### config.mk
export PLATFORM = sky130hd
export DESIGN_NAME = channel_mix_matrix_top
export DESIGN_NICKNAME = d
export VERILOG_FILES = /design/src/rtl/core/cmm_pkg.sv /design/src/rtl/core/cmm_front.sv /design/src/rtl/core/cmm_fifo.sv /design/src/rtl/core/cmm_back.sv /design/src/rtl/core/channel_mix_matrix_top.sv
export SDC_FILE = /design/constraint.sdc
export NUM_CORES = 2
export LEC_CHECK = 0
export BUFFER_PORTS_ARGS = -buffer_cell sky130_fd_sc_hd__buf_4
export CAP_MARGIN = 20
export CORE_MARGIN = 2
export CORE_UTILIZATION = 40
export CTS_CLUSTER_SIZE = 12
export DETAILED_ROUTE_END_ITERATION = 10
export PLACE_DENSITY = 0.64
export SYNTH_ARGS = -nofsm -noshare
export SYNTH_HDL_FRONTEND = slang
export SYNTH_SLANG_ARGS = --single-unit
### constraint.sdc
create_clock -name clk -period 7.3 [get_ports clk]
set_input_delay 0.73 -clock clk [delete_from_list [all_inputs] [get_ports clk]]
set_output_delay 0.73 -clock clk [all_outputs]
set_load 0.01 [all_outputs]
### src/rtl/core/cmm_pkg.sv
// shared types and constants of the channel mixing matrix
package cmm_pkg;

	// input mode codes
	localparam logic [1:0] MODE_COEF  = 2'd0;
	localparam logic [1:0] MODE_FRAME = 2'd1;
	localparam logic [1:0] MODE_MIX   = 2'd2;
	localparam logic [1:0] MODE_NONE  = 2'd3;

	// configuration register indexes
	localparam logic [1:0] CFG_SRC_CH  = 2'd0;
	localparam logic [1:0] CFG_DST_CH  = 2'd1;
	localparam logic [1:0] CFG_VOL_DST = 2'd2;
	localparam logic [1:0] CFG_VOL_SRC = 2'd3;

	// configuration reset values
	localparam logic [3:0]         RST_CH_COUNT = 4'd2;
	localparam logic signed [15:0] RST_VOL      = 16'sd4096;

	// work queue depth between front and back
	localparam int QUEUE_DEPTH = 2;

	// classified operation handed from front to back
	typedef enum logic [1:0] {
		KIND_COEF,
		KIND_FRAME,
		KIND_MIX,
		KIND_BAD
	} cmm_kind_t;

	typedef struct packed {
		cmm_kind_t          kind;
		logic [2:0]         src_ch;
		logic [2:0]         dst_ch;
		logic signed [15:0] coef;
	} cmm_cmd_t;

endpackage

### src/rtl/core/cmm_front.sv
// front end: accepts input beats, range-checks channels, classifies into commands
module cmm_front #(
	parameter int MAX_CHANNELS = 8,
	parameter int SAMPLE_BITS  = 16
) (
	input  logic                          in_valid,
	output logic                          in_stall,
	input  logic [1:0]                    mode,
	input  logic [2:0]                    src_channel,
	input  logic [2:0]                    dst_channel,
	input  logic signed [SAMPLE_BITS-1:0] sample,
	input  logic signed [15:0]            coefficient,
	input  logic [$clog2(MAX_CHANNELS+1)-1:0] ns,
	input  logic [$clog2(MAX_CHANNELS+1)-1:0] nd,
	input  logic                          q_full,
	output logic                          q_push,
	output cmm_pkg::cmm_cmd_t             q_cmd,
	output logic signed [SAMPLE_BITS-1:0] q_sample
);

	logic src_bad;
	logic dst_bad;
	logic keep;

	// channel range checks against the effective counts
	assign src_bad = 32'(src_channel) >= 32'(ns);
	assign dst_bad = 32'(dst_channel) >= 32'(nd);

	// classify the beat
	always_comb begin
		keep          = 1'b1;
		q_cmd.kind    = cmm_pkg::KIND_BAD;
		q_cmd.src_ch  = src_channel;
		q_cmd.dst_ch  = dst_channel;
		q_cmd.coef    = coefficient;
		case (mode)
			cmm_pkg::MODE_COEF: begin
				q_cmd.kind = (src_bad || dst_bad) ? cmm_pkg::KIND_BAD : cmm_pkg::KIND_COEF;
			end
			cmm_pkg::MODE_FRAME: begin
				q_cmd.kind = src_bad ? cmm_pkg::KIND_BAD : cmm_pkg::KIND_FRAME;
				// a bad source write reports channel zero
				if (src_bad) begin
					q_cmd.dst_ch = 3'd0;
				end
			end
			cmm_pkg::MODE_MIX: begin
				q_cmd.kind = dst_bad ? cmm_pkg::KIND_BAD : cmm_pkg::KIND_MIX;
			end
			default: begin
				// unused mode is dropped
				keep = 1'b0;
			end
		endcase
	end

	assign q_sample = sample;
	assign in_stall = q_full;
	assign q_push   = in_valid && !q_full && keep;

endmodule

### src/rtl/core/cmm_fifo.sv
// short command queue between front and back
module cmm_fifo #(
	parameter int SAMPLE_BITS = 16
) (
	input  logic                          clk,
	input  logic                          arst_n,
	input  logic                          push,
	input  cmm_pkg::cmm_cmd_t             push_cmd,
	input  logic signed [SAMPLE_BITS-1:0] push_sample,
	output logic                          full,
	input  logic                          pop,
	output logic                          head_valid,
	output cmm_pkg::cmm_cmd_t             head_cmd,
	output logic signed [SAMPLE_BITS-1:0] head_sample
);

	localparam int DEPTH = cmm_pkg::QUEUE_DEPTH;
	localparam int PTRW  = (DEPTH > 1) ? $clog2(DEPTH) : 1;
	localparam int CNTW  = $clog2(DEPTH + 1);

	cmm_pkg::cmm_cmd_t             cmd_q    [DEPTH];
	logic signed [SAMPLE_BITS-1:0] sample_q [DEPTH];
	logic [PTRW-1:0]               wr_ptr_q;
	logic [PTRW-1:0]               rd_ptr_q;
	logic [CNTW-1:0]               count_q;

	assign full        = count_q == CNTW'(DEPTH);
	assign head_valid  = count_q != '0;
	assign head_cmd    = cmd_q[rd_ptr_q];
	assign head_sample = sample_q[rd_ptr_q];

	// pointers and fill count
	always_ff @(posedge clk or negedge arst_n) begin
		if (!arst_n) begin
			wr_ptr_q <= '0;
			rd_ptr_q <= '0;
			count_q  <= '0;
		end else begin
			if (push) begin
				wr_ptr_q <= (32'(wr_ptr_q) == DEPTH - 1) ? '0 : wr_ptr_q + 1'b1;
			end
			if (pop) begin
				rd_ptr_q <= (32'(rd_ptr_q) == DEPTH - 1) ? '0 : rd_ptr_q + 1'b1;
			end
			if (push && !pop) begin
				count_q <= count_q + 1'b1;
			end else if (pop && !push) begin
				count_q <= count_q - 1'b1;
			end
		end
	end

	// entry storage
	always_ff @(posedge clk) begin
		if (push) begin
			cmd_q[wr_ptr_q]    <= push_cmd;
			sample_q[wr_ptr_q] <= push_sample;
		end
	end

endmodule

### src/rtl/core/cmm_back.sv
// back end: coefficient and frame stores, shared mac, scaling, rounding, output register
module cmm_back #(
	parameter int MAX_CHANNELS = 8,
	parameter int SAMPLE_BITS  = 16
) (
	input  logic                          clk,
	input  logic                          arst_n,
	input  logic                          q_valid,
	input  cmm_pkg::cmm_cmd_t             q_cmd,
	input  logic signed [SAMPLE_BITS-1:0] q_sample,
	output logic                          q_pop,
	input  logic [$clog2(MAX_CHANNELS+1)-1:0] ns,
	input  logic signed [15:0]            vol_dst,
	input  logic signed [15:0]            vol_src,
	output logic                          out_valid,
	input  logic                          out_stall,
	output logic signed [SAMPLE_BITS-1:0] mixed_sample,
	output logic [2:0]                    out_channel,
	output logic                          clipped,
	output logic                          bad_channel
);

	localparam int IW   = (MAX_CHANNELS > 1) ? $clog2(MAX_CHANNELS) : 1;
	localparam int CAW  = (MAX_CHANNELS > 1) ? $clog2(MAX_CHANNELS * MAX_CHANNELS) : 1;
	localparam int CD   = MAX_CHANNELS * MAX_CHANNELS;
	localparam int CNTW = $clog2(MAX_CHANNELS + 1);
	localparam int PW   = SAMPLE_BITS + 16;
	localparam int AW   = PW + $clog2(MAX_CHANNELS + 1);
	localparam int P2W  = AW + 9;
	localparam int DW   = SAMPLE_BITS + 16;
	localparam int TW   = AW + 18;
	localparam int FRAC = 24;
	localparam logic signed [TW-1:0] RND_BIAS = {{(TW-FRAC){1'b0}}, 1'b1, {(FRAC-1){1'b0}}};
	localparam logic signed [SAMPLE_BITS-1:0] SAT_MAX = {1'b0, {(SAMPLE_BITS-1){1'b1}}};
	localparam logic signed [SAMPLE_BITS-1:0] SAT_MIN = {1'b1, {(SAMPLE_BITS-1){1'b0}}};

	typedef enum logic [2:0] {
		ST_IDLE,
		ST_MAC,
		ST_SC_A,
		ST_SC_B,
		ST_SC_C,
		ST_DONE
	} state_t;

	state_t                        state_q;
	logic [CNTW-1:0]               c_q;
	logic                          v_s1;
	logic                          v_s2;
	logic                          out_valid_q;
	logic signed [SAMPLE_BITS-1:0] mixed_q;
	logic [2:0]                    out_ch_q;
	logic                          clip_q;
	logic                          bad_q;

	logic signed [15:0]            coef_mem [CD];
	logic [CD-1:0]                 coef_vld_q;
	logic signed [SAMPLE_BITS-1:0] frame_q  [MAX_CHANNELS];

	logic [2:0]                    dc_q;
	logic signed [SAMPLE_BITS-1:0] dsample_q;
	logic signed [SAMPLE_BITS-1:0] frame_s1;
	logic signed [15:0]            coef_rd_s1;
	logic                          cvld_s1;
	logic signed [PW-1:0]          prod_s2;
	logic signed [AW-1:0]          acc_q;
	logic signed [P2W-1:0]         p_q;
	logic signed [DW-1:0]          dv_q;
	logic signed [TW-1:0]          tot_q;

	logic                          out_free;
	logic                          out_load;
	logic                          issue;
	logic [CAW-1:0]                wr_addr;
	logic [CAW-1:0]                rd_addr;
	logic [IW-1:0]                 frame_wr_idx;
	logic [IW-1:0]                 frame_rd_idx;
	logic signed [15:0]            coef_eff_s1;
	logic signed [AW-1:0]          prod_ext;
	logic signed [TW-1:0]          p_ext;
	logic signed [TW-1:0]          dv_ext;
	logic signed [8:0]             vs_lo;
	logic signed [7:0]             vs_hi;
	logic [TW-FRAC-SAMPLE_BITS:0]  upper;
	logic                          sat_hi;
	logic                          sat_lo;
	logic signed [SAMPLE_BITS-1:0] res_sample;

	// handshake and sequencing controls
	assign out_free = !out_valid_q || !out_stall;
	assign q_pop    = (state_q == ST_IDLE) && q_valid
		&& ((q_cmd.kind != cmm_pkg::KIND_BAD) || out_free);
	assign issue    = (state_q == ST_MAC) && (c_q < ns);
	assign out_load = (q_pop && (q_cmd.kind == cmm_pkg::KIND_BAD))
		|| ((state_q == ST_DONE) && out_free);

	// store addressing
	assign wr_addr      = CAW'(int'(q_cmd.src_ch) * MAX_CHANNELS + int'(q_cmd.dst_ch));
	assign rd_addr      = CAW'(int'(c_q) * MAX_CHANNELS + int'(dc_q));
	assign frame_wr_idx = IW'(q_cmd.src_ch);
	assign frame_rd_idx = c_q[IW-1:0];

	// operand shaping
	assign coef_eff_s1 = cvld_s1 ? coef_rd_s1 : '0;
	assign vs_lo       = $signed({1'b0, vol_src[7:0]});
	assign vs_hi       = vol_src[15:8];

	always_comb begin
		prod_ext = AW'(prod_s2);
		p_ext    = TW'(p_q);
		dv_ext   = TW'(dv_q);
	end

	// round half up is already in the total; saturate to sample range
	assign upper      = tot_q[TW-1:FRAC+SAMPLE_BITS-1];
	assign sat_hi     = !tot_q[TW-1] && (|upper);
	assign sat_lo     = tot_q[TW-1] && !(&upper);
	assign res_sample = sat_hi ? SAT_MAX : (sat_lo ? SAT_MIN : tot_q[FRAC+SAMPLE_BITS-1:FRAC]);

	// sequencer state and output register
	always_ff @(posedge clk or negedge arst_n) begin
		if (!arst_n) begin
			state_q     <= ST_IDLE;
			c_q         <= '0;
			v_s1        <= 1'b0;
			v_s2        <= 1'b0;
			out_valid_q <= 1'b0;
			mixed_q     <= '0;
			out_ch_q    <= '0;
			clip_q      <= 1'b0;
			bad_q       <= 1'b0;
		end else begin
			if (out_valid_q && !out_stall && !out_load) begin
				out_valid_q <= 1'b0;
			end
			case (state_q)
				ST_IDLE: begin
					v_s1 <= 1'b0;
					v_s2 <= 1'b0;
					if (q_pop) begin
						case (q_cmd.kind)
							cmm_pkg::KIND_BAD: begin
								out_valid_q <= 1'b1;
								mixed_q     <= '0;
								out_ch_q    <= q_cmd.dst_ch;
								clip_q      <= 1'b0;
								bad_q       <= 1'b1;
							end
							cmm_pkg::KIND_MIX: begin
								c_q     <= '0;
								state_q <= ST_MAC;
							end
							default: begin
								// store writes finish in the pop cycle
							end
						endcase
					end
				end
				ST_MAC: begin
					if (issue) begin
						c_q <= c_q + 1'b1;
					end
					v_s1 <= issue;
					v_s2 <= v_s1;
					if (!issue && !v_s1 && !v_s2) begin
						state_q <= ST_SC_A;
					end
				end
				ST_SC_A: begin
					state_q <= ST_SC_B;
				end
				ST_SC_B: begin
					state_q <= ST_SC_C;
				end
				ST_SC_C: begin
					state_q <= ST_DONE;
				end
				ST_DONE: begin
					if (out_free) begin
						out_valid_q <= 1'b1;
						mixed_q     <= res_sample;
						out_ch_q    <= dc_q;
						clip_q      <= sat_hi || sat_lo;
						bad_q       <= 1'b0;
						state_q     <= ST_IDLE;
					end
				end
				default: begin
					state_q <= ST_IDLE;
				end
			endcase
		end
	end

	// coefficient memory, registered read
	always_ff @(posedge clk) begin
		if (q_pop && (q_cmd.kind == cmm_pkg::KIND_COEF)) begin
			coef_mem[wr_addr] <= q_cmd.coef;
		end
		coef_rd_s1 <= coef_mem[rd_addr];
	end

	// coefficient entries read as zero until written
	always_ff @(posedge clk or negedge arst_n) begin
		if (!arst_n) begin
			coef_vld_q <= '0;
		end else if (q_pop && (q_cmd.kind == cmm_pkg::KIND_COEF)) begin
			coef_vld_q[wr_addr] <= 1'b1;
		end
	end

	// current frame samples
	always_ff @(posedge clk or negedge arst_n) begin
		if (!arst_n) begin
			for (int i = 0; i < MAX_CHANNELS; i++) begin
				frame_q[i] <= '0;
			end
		end else if (q_pop && (q_cmd.kind == cmm_pkg::KIND_FRAME)) begin
			frame_q[frame_wr_idx] <= q_sample;
		end
	end

	// mac pipeline and gain scaling datapath
	always_ff @(posedge clk) begin
		frame_s1 <= frame_q[frame_rd_idx];
		cvld_s1  <= coef_vld_q[rd_addr];
		prod_s2  <= frame_s1 * coef_eff_s1;
		if (q_pop) begin
			dc_q      <= q_cmd.dst_ch;
			dsample_q <= q_sample;
			acc_q     <= '0;
		end else if (v_s2) begin
			acc_q <= acc_q + prod_ext;
		end
		case (state_q)
			ST_SC_A: begin
				p_q  <= acc_q * vs_lo;
				dv_q <= dsample_q * vol_dst;
			end
			ST_SC_B: begin
				tot_q <= p_ext + (dv_ext <<< 12) + RND_BIAS;
				p_q   <= acc_q * vs_hi;
			end
			ST_SC_C: begin
				tot_q <= tot_q + (p_ext <<< 8);
			end
			default: begin
			end
		endcase
	end

	assign out_valid    = out_valid_q;
	assign mixed_sample = mixed_q;
	assign out_channel  = out_ch_q;
	assign clipped      = clip_q;
	assign bad_channel  = bad_q;

endmodule

### src/rtl/core/channel_mix_matrix_top.sv
// top level of the channel mixing matrix: config registers, front, queue, back
//
//  channel | beat contents                                    | handshake
//  in      | mode, src_channel, dst_channel, sample, coeff.   | in_valid / in_stall
//  out     | mixed_sample, out_channel, clipped, bad_channel  | out_valid / out_stall
//  cfg     | cfg_index, cfg_data                              | cfg_valid / cfg_ready
//
// coefficient, sample and bad-channel beats each finish in the back end's idle state;
// a mix beat walks the source channels through the single shared mac and then
// runs the two-digit gain multiply.
// a two-entry queue lets the front accept beats while the back is busy.
// after reset both stores read as zero; there is no clearing pass.
// cfg_ready is always high; in_stall is high only while the queue is full.
module channel_mix_matrix_top #(
	parameter int MAX_CHANNELS = 8,
	parameter int SAMPLE_BITS  = 16
) (
	input  logic                          clk,
	input  logic                          arst_n,
	input  logic                          in_valid,
	output logic                          in_stall,
	input  logic [1:0]                    mode,
	input  logic [2:0]                    src_channel,
	input  logic [2:0]                    dst_channel,
	input  logic signed [SAMPLE_BITS-1:0] sample,
	input  logic signed [15:0]            coefficient,
	output logic                          out_valid,
	input  logic                          out_stall,
	output logic signed [SAMPLE_BITS-1:0] mixed_sample,
	output logic [2:0]                    out_channel,
	output logic                          clipped,
	output logic                          bad_channel,
	input  logic                          cfg_valid,
	output logic                          cfg_ready,
	input  logic [1:0]                    cfg_index,
	input  logic [15:0]                   cfg_data
);

	localparam int CNTW = $clog2(MAX_CHANNELS + 1);
	localparam logic signed [SAMPLE_BITS-1:0] SAT_MAX = {1'b0, {(SAMPLE_BITS-1){1'b1}}};
	localparam logic signed [SAMPLE_BITS-1:0] SAT_MIN = {1'b1, {(SAMPLE_BITS-1){1'b0}}};

	logic [3:0]                    src_ch_q;
	logic [3:0]                    dst_ch_q;
	logic signed [15:0]            vol_dst_q;
	logic signed [15:0]            vol_src_q;
	logic [CNTW-1:0]               ns_eff;
	logic [CNTW-1:0]               nd_eff;
	logic                          q_full;
	logic                          q_push;
	cmm_pkg::cmm_cmd_t             push_cmd;
	logic signed [SAMPLE_BITS-1:0] push_sample;
	logic                          q_pop;
	logic                          q_valid;
	cmm_pkg::cmm_cmd_t             head_cmd;
	logic signed [SAMPLE_BITS-1:0] head_sample;

	// configuration registers
	assign cfg_ready = 1'b1;

	always_ff @(posedge clk or negedge arst_n) begin
		if (!arst_n) begin
			src_ch_q  <= cmm_pkg::RST_CH_COUNT;
			dst_ch_q  <= cmm_pkg::RST_CH_COUNT;
			vol_dst_q <= cmm_pkg::RST_VOL;
			vol_src_q <= cmm_pkg::RST_VOL;
		end else if (cfg_valid && cfg_ready) begin
			case (cfg_index)
				cmm_pkg::CFG_SRC_CH:  src_ch_q  <= cfg_data[3:0];
				cmm_pkg::CFG_DST_CH:  dst_ch_q  <= cfg_data[3:0];
				cmm_pkg::CFG_VOL_DST: vol_dst_q <= cfg_data;
				cmm_pkg::CFG_VOL_SRC: vol_src_q <= cfg_data;
				default: begin
				end
			endcase
		end
	end

	// counts above the store size act as the store size
	assign ns_eff = (32'(src_ch_q) > MAX_CHANNELS) ? CNTW'(MAX_CHANNELS) : CNTW'(src_ch_q);
	assign nd_eff = (32'(dst_ch_q) > MAX_CHANNELS) ? CNTW'(MAX_CHANNELS) : CNTW'(dst_ch_q);

	cmm_front #(
		.MAX_CHANNELS(MAX_CHANNELS),
		.SAMPLE_BITS (SAMPLE_BITS)
	) u_front (
		.in_valid   (in_valid),
		.in_stall   (in_stall),
		.mode       (mode),
		.src_channel(src_channel),
		.dst_channel(dst_channel),
		.sample     (sample),
		.coefficient(coefficient),
		.ns         (ns_eff),
		.nd         (nd_eff),
		.q_full     (q_full),
		.q_push     (q_push),
		.q_cmd      (push_cmd),
		.q_sample   (push_sample)
	);

	cmm_fifo #(
		.SAMPLE_BITS(SAMPLE_BITS)
	) u_fifo (
		.clk        (clk),
		.arst_n     (arst_n),
		.push       (q_push),
		.push_cmd   (push_cmd),
		.push_sample(push_sample),
		.full       (q_full),
		.pop        (q_pop),
		.head_valid (q_valid),
		.head_cmd   (head_cmd),
		.head_sample(head_sample)
	);

	cmm_back #(
		.MAX_CHANNELS(MAX_CHANNELS),
		.SAMPLE_BITS (SAMPLE_BITS)
	) u_back (
		.clk         (clk),
		.arst_n      (arst_n),
		.q_valid     (q_valid),
		.q_cmd       (head_cmd),
		.q_sample    (head_sample),
		.q_pop       (q_pop),
		.ns          (ns_eff),
		.vol_dst     (vol_dst_q),
		.vol_src     (vol_src_q),
		.out_valid   (out_valid),
		.out_stall   (out_stall),
		.mixed_sample(mixed_sample),
		.out_channel (out_channel),
		.clipped     (clipped),
		.bad_channel (bad_channel)
	);

	// bad-channel beats carry a zero, unclipped sample
	assert property (@(posedge clk) disable iff (!arst_n)
		out_valid && bad_channel |-> (mixed_sample == '0) && !clipped)
		else $error("bad channel beat with nonzero payload");

	// a clipped result sits at one of the rails
	assert property (@(posedge clk) disable iff (!arst_n)
		out_valid && clipped |-> (mixed_sample == SAT_MAX) || (mixed_sample == SAT_MIN))
		else $error("clipped result not at a rail");

	// a good mix result belongs to a configured destination channel
	assert property (@(posedge clk) disable iff (!arst_n)
		out_valid && !bad_channel |-> 32'(out_channel) < 32'(nd_eff))
		else $error("mix result on an unconfigured channel");

	// the front never pushes into a full queue
	assert property (@(posedge clk) disable iff (!arst_n)
		q_full |-> !q_push)
		else $error("push into full queue");

endmodule

==> summary.md <==
| Metric | Value |
|---|---|
| Outcome | complete, no violations |
| Relative slew slack | 0.213 |
| Post-route ant nets | 0 |
| Setup_tns | 0 ns |
| Delay-heaviest family, CP | adder cells |
| DP HPWL | 186000 um |
| Max incr delay on CP | 0.56 ns |
| Post-Layout Cell Count | 12.3k |
| Die area | 270000 um^2 |
| Area growth syn-to-layout | 10.5% |
| Most common cell after layout, fill and taps aside | edfxtp_1 |
| Final net count | 10.1k |
| 1st-iter DRT viols | 5098 |
| Worst hold path cell count | 1 |
| Syn Inst Count | 8475 |
| Tot GR Track Use | 0.193 |
| Period minus WS final | 6.98 ns |
| Pre-antenna DRT Iters | 6 |
| Startpoint class of the critical path | register |
| Total grt overflow | 0 |
| Most used cell, CP | fa_1 |
| Die height | 519 um |
| Sequential area share after synthesis | 0.434 |
| #FFs+latches synth | 1614 |
| CP Data Arrival Time | 7.63 ns |
| Final-report hold violation count | 0 |
| Tcrit/Tclk final | 0.957 |
| Post-synth top flop | edfxtp_1 |
| DRC | 0 |
| Core Region | 265000 um^2 |
| Maxcap violations | 0 |
| WP buf/inv | 6 |
| Ports | 87 |
| Number of synthesized flops with an enable pin | 1246 |
| Drt wl/cell | 21.2 um |
| Cell count after placement | 12.0k |
| Hold Crit Class | input pin to register |
| CP Max Fanout | 16 |
| Synth Net Count | 9974 |
| Highest metal used | met5 |
| Worst Setup Path Type | register to register |
| Clk slew on worst S/H paths | 0.06 ns |
| Row cnt | 189 |
| Initial antenna violation count | 7 |
| Metal2 WL | 128000 um |
| Vias in the first global route | 68.7k |
| Root Driver | clkbuf_16 |
| Avg Cell Area, Syn | 12.5 um^2 |
| Slowest CP cell | fa_1 |
| Routability Congestion | 0.913 |
| First-pass GRT wire length | 405000 um |
| Port Buffers | 85 |
| Vias | 64.7k |
| Synth cell types | 99 |
| Share of layout cells above drive strength 1 | 0.128 |
| Later-pin clock latency in the skew report | 0.84 ns |
| Worst path depth | 27 |
| Reg2Reg Depth | 27 |
| Pin slew with the least headroom to its limit | 1.15 ns |
| Utilization after layout | 0.443 |
| Total clock buffers created by CTS | 164 |
| Die width | 519 um |
| Clock buffer depth | 3 |
| CTS tree | yes |
| WL met1 | 111000 um |
| Initial Util | 0.401 |
| DR WL met3 | 13800 um |
| CP Data Required Time | 7.95 ns |
| R2R Setup Slk | 0.32 ns |
| Clock sinks | 1614 |
| RSZ-0062 raised after global routing | no |
| Drt via density | 5.27 |
| Yosys warns | 0 |
| Depth of the CTS H-tree | 4 |
| Pins Over Slew Limit | 0 |
| FFs w/ async S/R, synth | 0.165 |
| Largest net degree at the start of global routing | 150 |
| FMAX | 143 MHz |
| Crit. End Element | register |
| Final WL | 260000 um |
| # setup viols final | 0 |
| Commonest non-fill, non-tap cells in the layout | edfxtp_1, inv_1, fa_1 |
| Syn Std Cell Area | 106000 um^2 |
| Clock skew | 0.0660 ns |
==> cells in the mapped netlist (18+ instances only) <==
| library cell | instances | area share |
|---|---|---|
| o21a_1 | 31 | 0.0022 |
| dfrtp_1 | 263 | 0.062 |
| ha_1 | 464 | 0.055 |
| a21o_1 | 106 | 0.0075 |
| o21bai_1 | 41 | 0.0029 |
| edfxtp_1 | 1246 | 0.35 |
| o31ai_1 | 18 | 0.0013 |
| dfxtp_1 | 101 | 0.019 |
| mux2_2 | 74 | 0.0078 |
| nor3_1 | 40 | 0.0019 |
| a31oi_1 | 25 | 0.0015 |
| nor2_1 | 339 | 0.012 |
| buf_1 | 35 | 0.0012 |
| nand2b_1 | 82 | 0.0048 |
| clkbuf_1 | 307 | 0.011 |
| xnor2_1 | 181 | 0.015 |
| xor2_1 | 94 | 0.0078 |
| nand2_1 | 742 | 0.026 |
| and3_1 | 156 | 0.0092 |
| a211oi_1 | 19 | 0.0013 |
| nand3_1 | 83 | 0.0039 |
| mux4_2 | 389 | 0.083 |
| o21ai_1 | 18 | 0.00085 |
| nor2b_1 | 34 | 0.0020 |
| mux2i_1 | 54 | 0.0051 |
| a21oi_1 | 287 | 0.014 |
| or2_2 | 75 | 0.0044 |
| fa_1 | 972 | 0.18 |
| nand4_1 | 23 | 0.0014 |
| and2_1 | 494 | 0.029 |
| o21ai_0 | 258 | 0.012 |
| inv_1 | 1229 | 0.043 |
==> worst reg2reg max path: cells and delay by family, from the launching register on <==
family,cells,cell delay [ns]
DFF,1,0.44
and+or+nand+nor,4,0.61
xor gates and xnor gates,1,0.15
AOI/OAI and AO/OA,9,1.81
adders and majority gates,7,3.34
buffers and inverters,6,0.45
==> flip-flops by register name, indices dropped and copies added, names as in the netlist, 4 cells and up <==
name	count
u_back.coef_mem	1024
u_back.frame_q	128
u_back.coef_vld_q	64
u_fifo.cmd_q	48
u_back.tot_q	46
u_back.p_q	45
u_back.acc_q	36
u_back.dv_q	32
u_back.prod_s2	32
u_fifo.sample_q	32
u_back.coef_rd_s1	16
u_back.dsample_q	16
u_back.frame_s1	16
u_back.mixed_sample	16
vol_dst_q	16
vol_src_q	16
dst_ch_q	4
src_ch_q	4
u_back.c_q	4
==> metal layers <==
layer / vias up / GRT usage
met2: 1796 / 0.331
met1: 33400 / 0.256
met4: 8 / 0.0560
met3: 400 / 0.0279
li1: 29000 / -
met5: - / 0
==> logic make-up after synthesis <==
family,Yosys count,share of synthesized area
fa+ha+maj,1436,0.238
xor+xnor,275,0.0227
simple gates,2129,0.0994
compound gates,924,0.0540
other cells,1,0.0000353
flops,1614,0.434
buf+inv,1579,0.0560
mux,517,0.0955
==> cell type report <==
type                    count  area [um^2]
multi-input cells        5282        54100
diodes                      5         12.5
flip-flops and latches   1614        46100
clock inverters            33          581
clock buffers             265         4700
inverters                1230         4620
well taps                3533         4420
fillers                 23700       147000
repair buffers            318         2750
==> worst paths after layout <==
path	from	end
min in group asynchronous	arst_n	u_back.mixed_sample[7]
max reg2reg	u_back.cvld_s1	u_back.prod_s2[30]
max	u_back.cvld_s1	u_back.prod_s2[30]
min	coefficient[3]	u_fifo.cmd_q[0][3]
min reg2reg	u_back.coef_vld_q[40]	u_back.coef_vld_q[40]
max in group asynchronous	arst_n	u_back.coef_vld_q[13]
==> through the flow <==
stage / hold slack, ns / area [um^2] / worst slack (ns)
3_3_place_gp: 0.444 / 112000 / 0.290
6_report: 0.0936 / 117000 / 0.316
3_5_place_dp: 0.448 / 112000 / 0.242
2_1_floorplan: 0.434 / 106000 / 0.583
4_1_cts: 0.0358 / 117000 / 0.188
5_1_grt: 0.0390 / 117000 / 0.0394
==> timing repair <==
item	in CTS	in global routing
hold endpoints to repair	46	0
hold buffers	1	0
endpoints found under the setup margin	0	4
gates resized for setup	0	6
buffers inserted	0	1
Power is not shown: default switching activity piles up to over one toggle a cycle in this logic, so the estimate is an artifact.
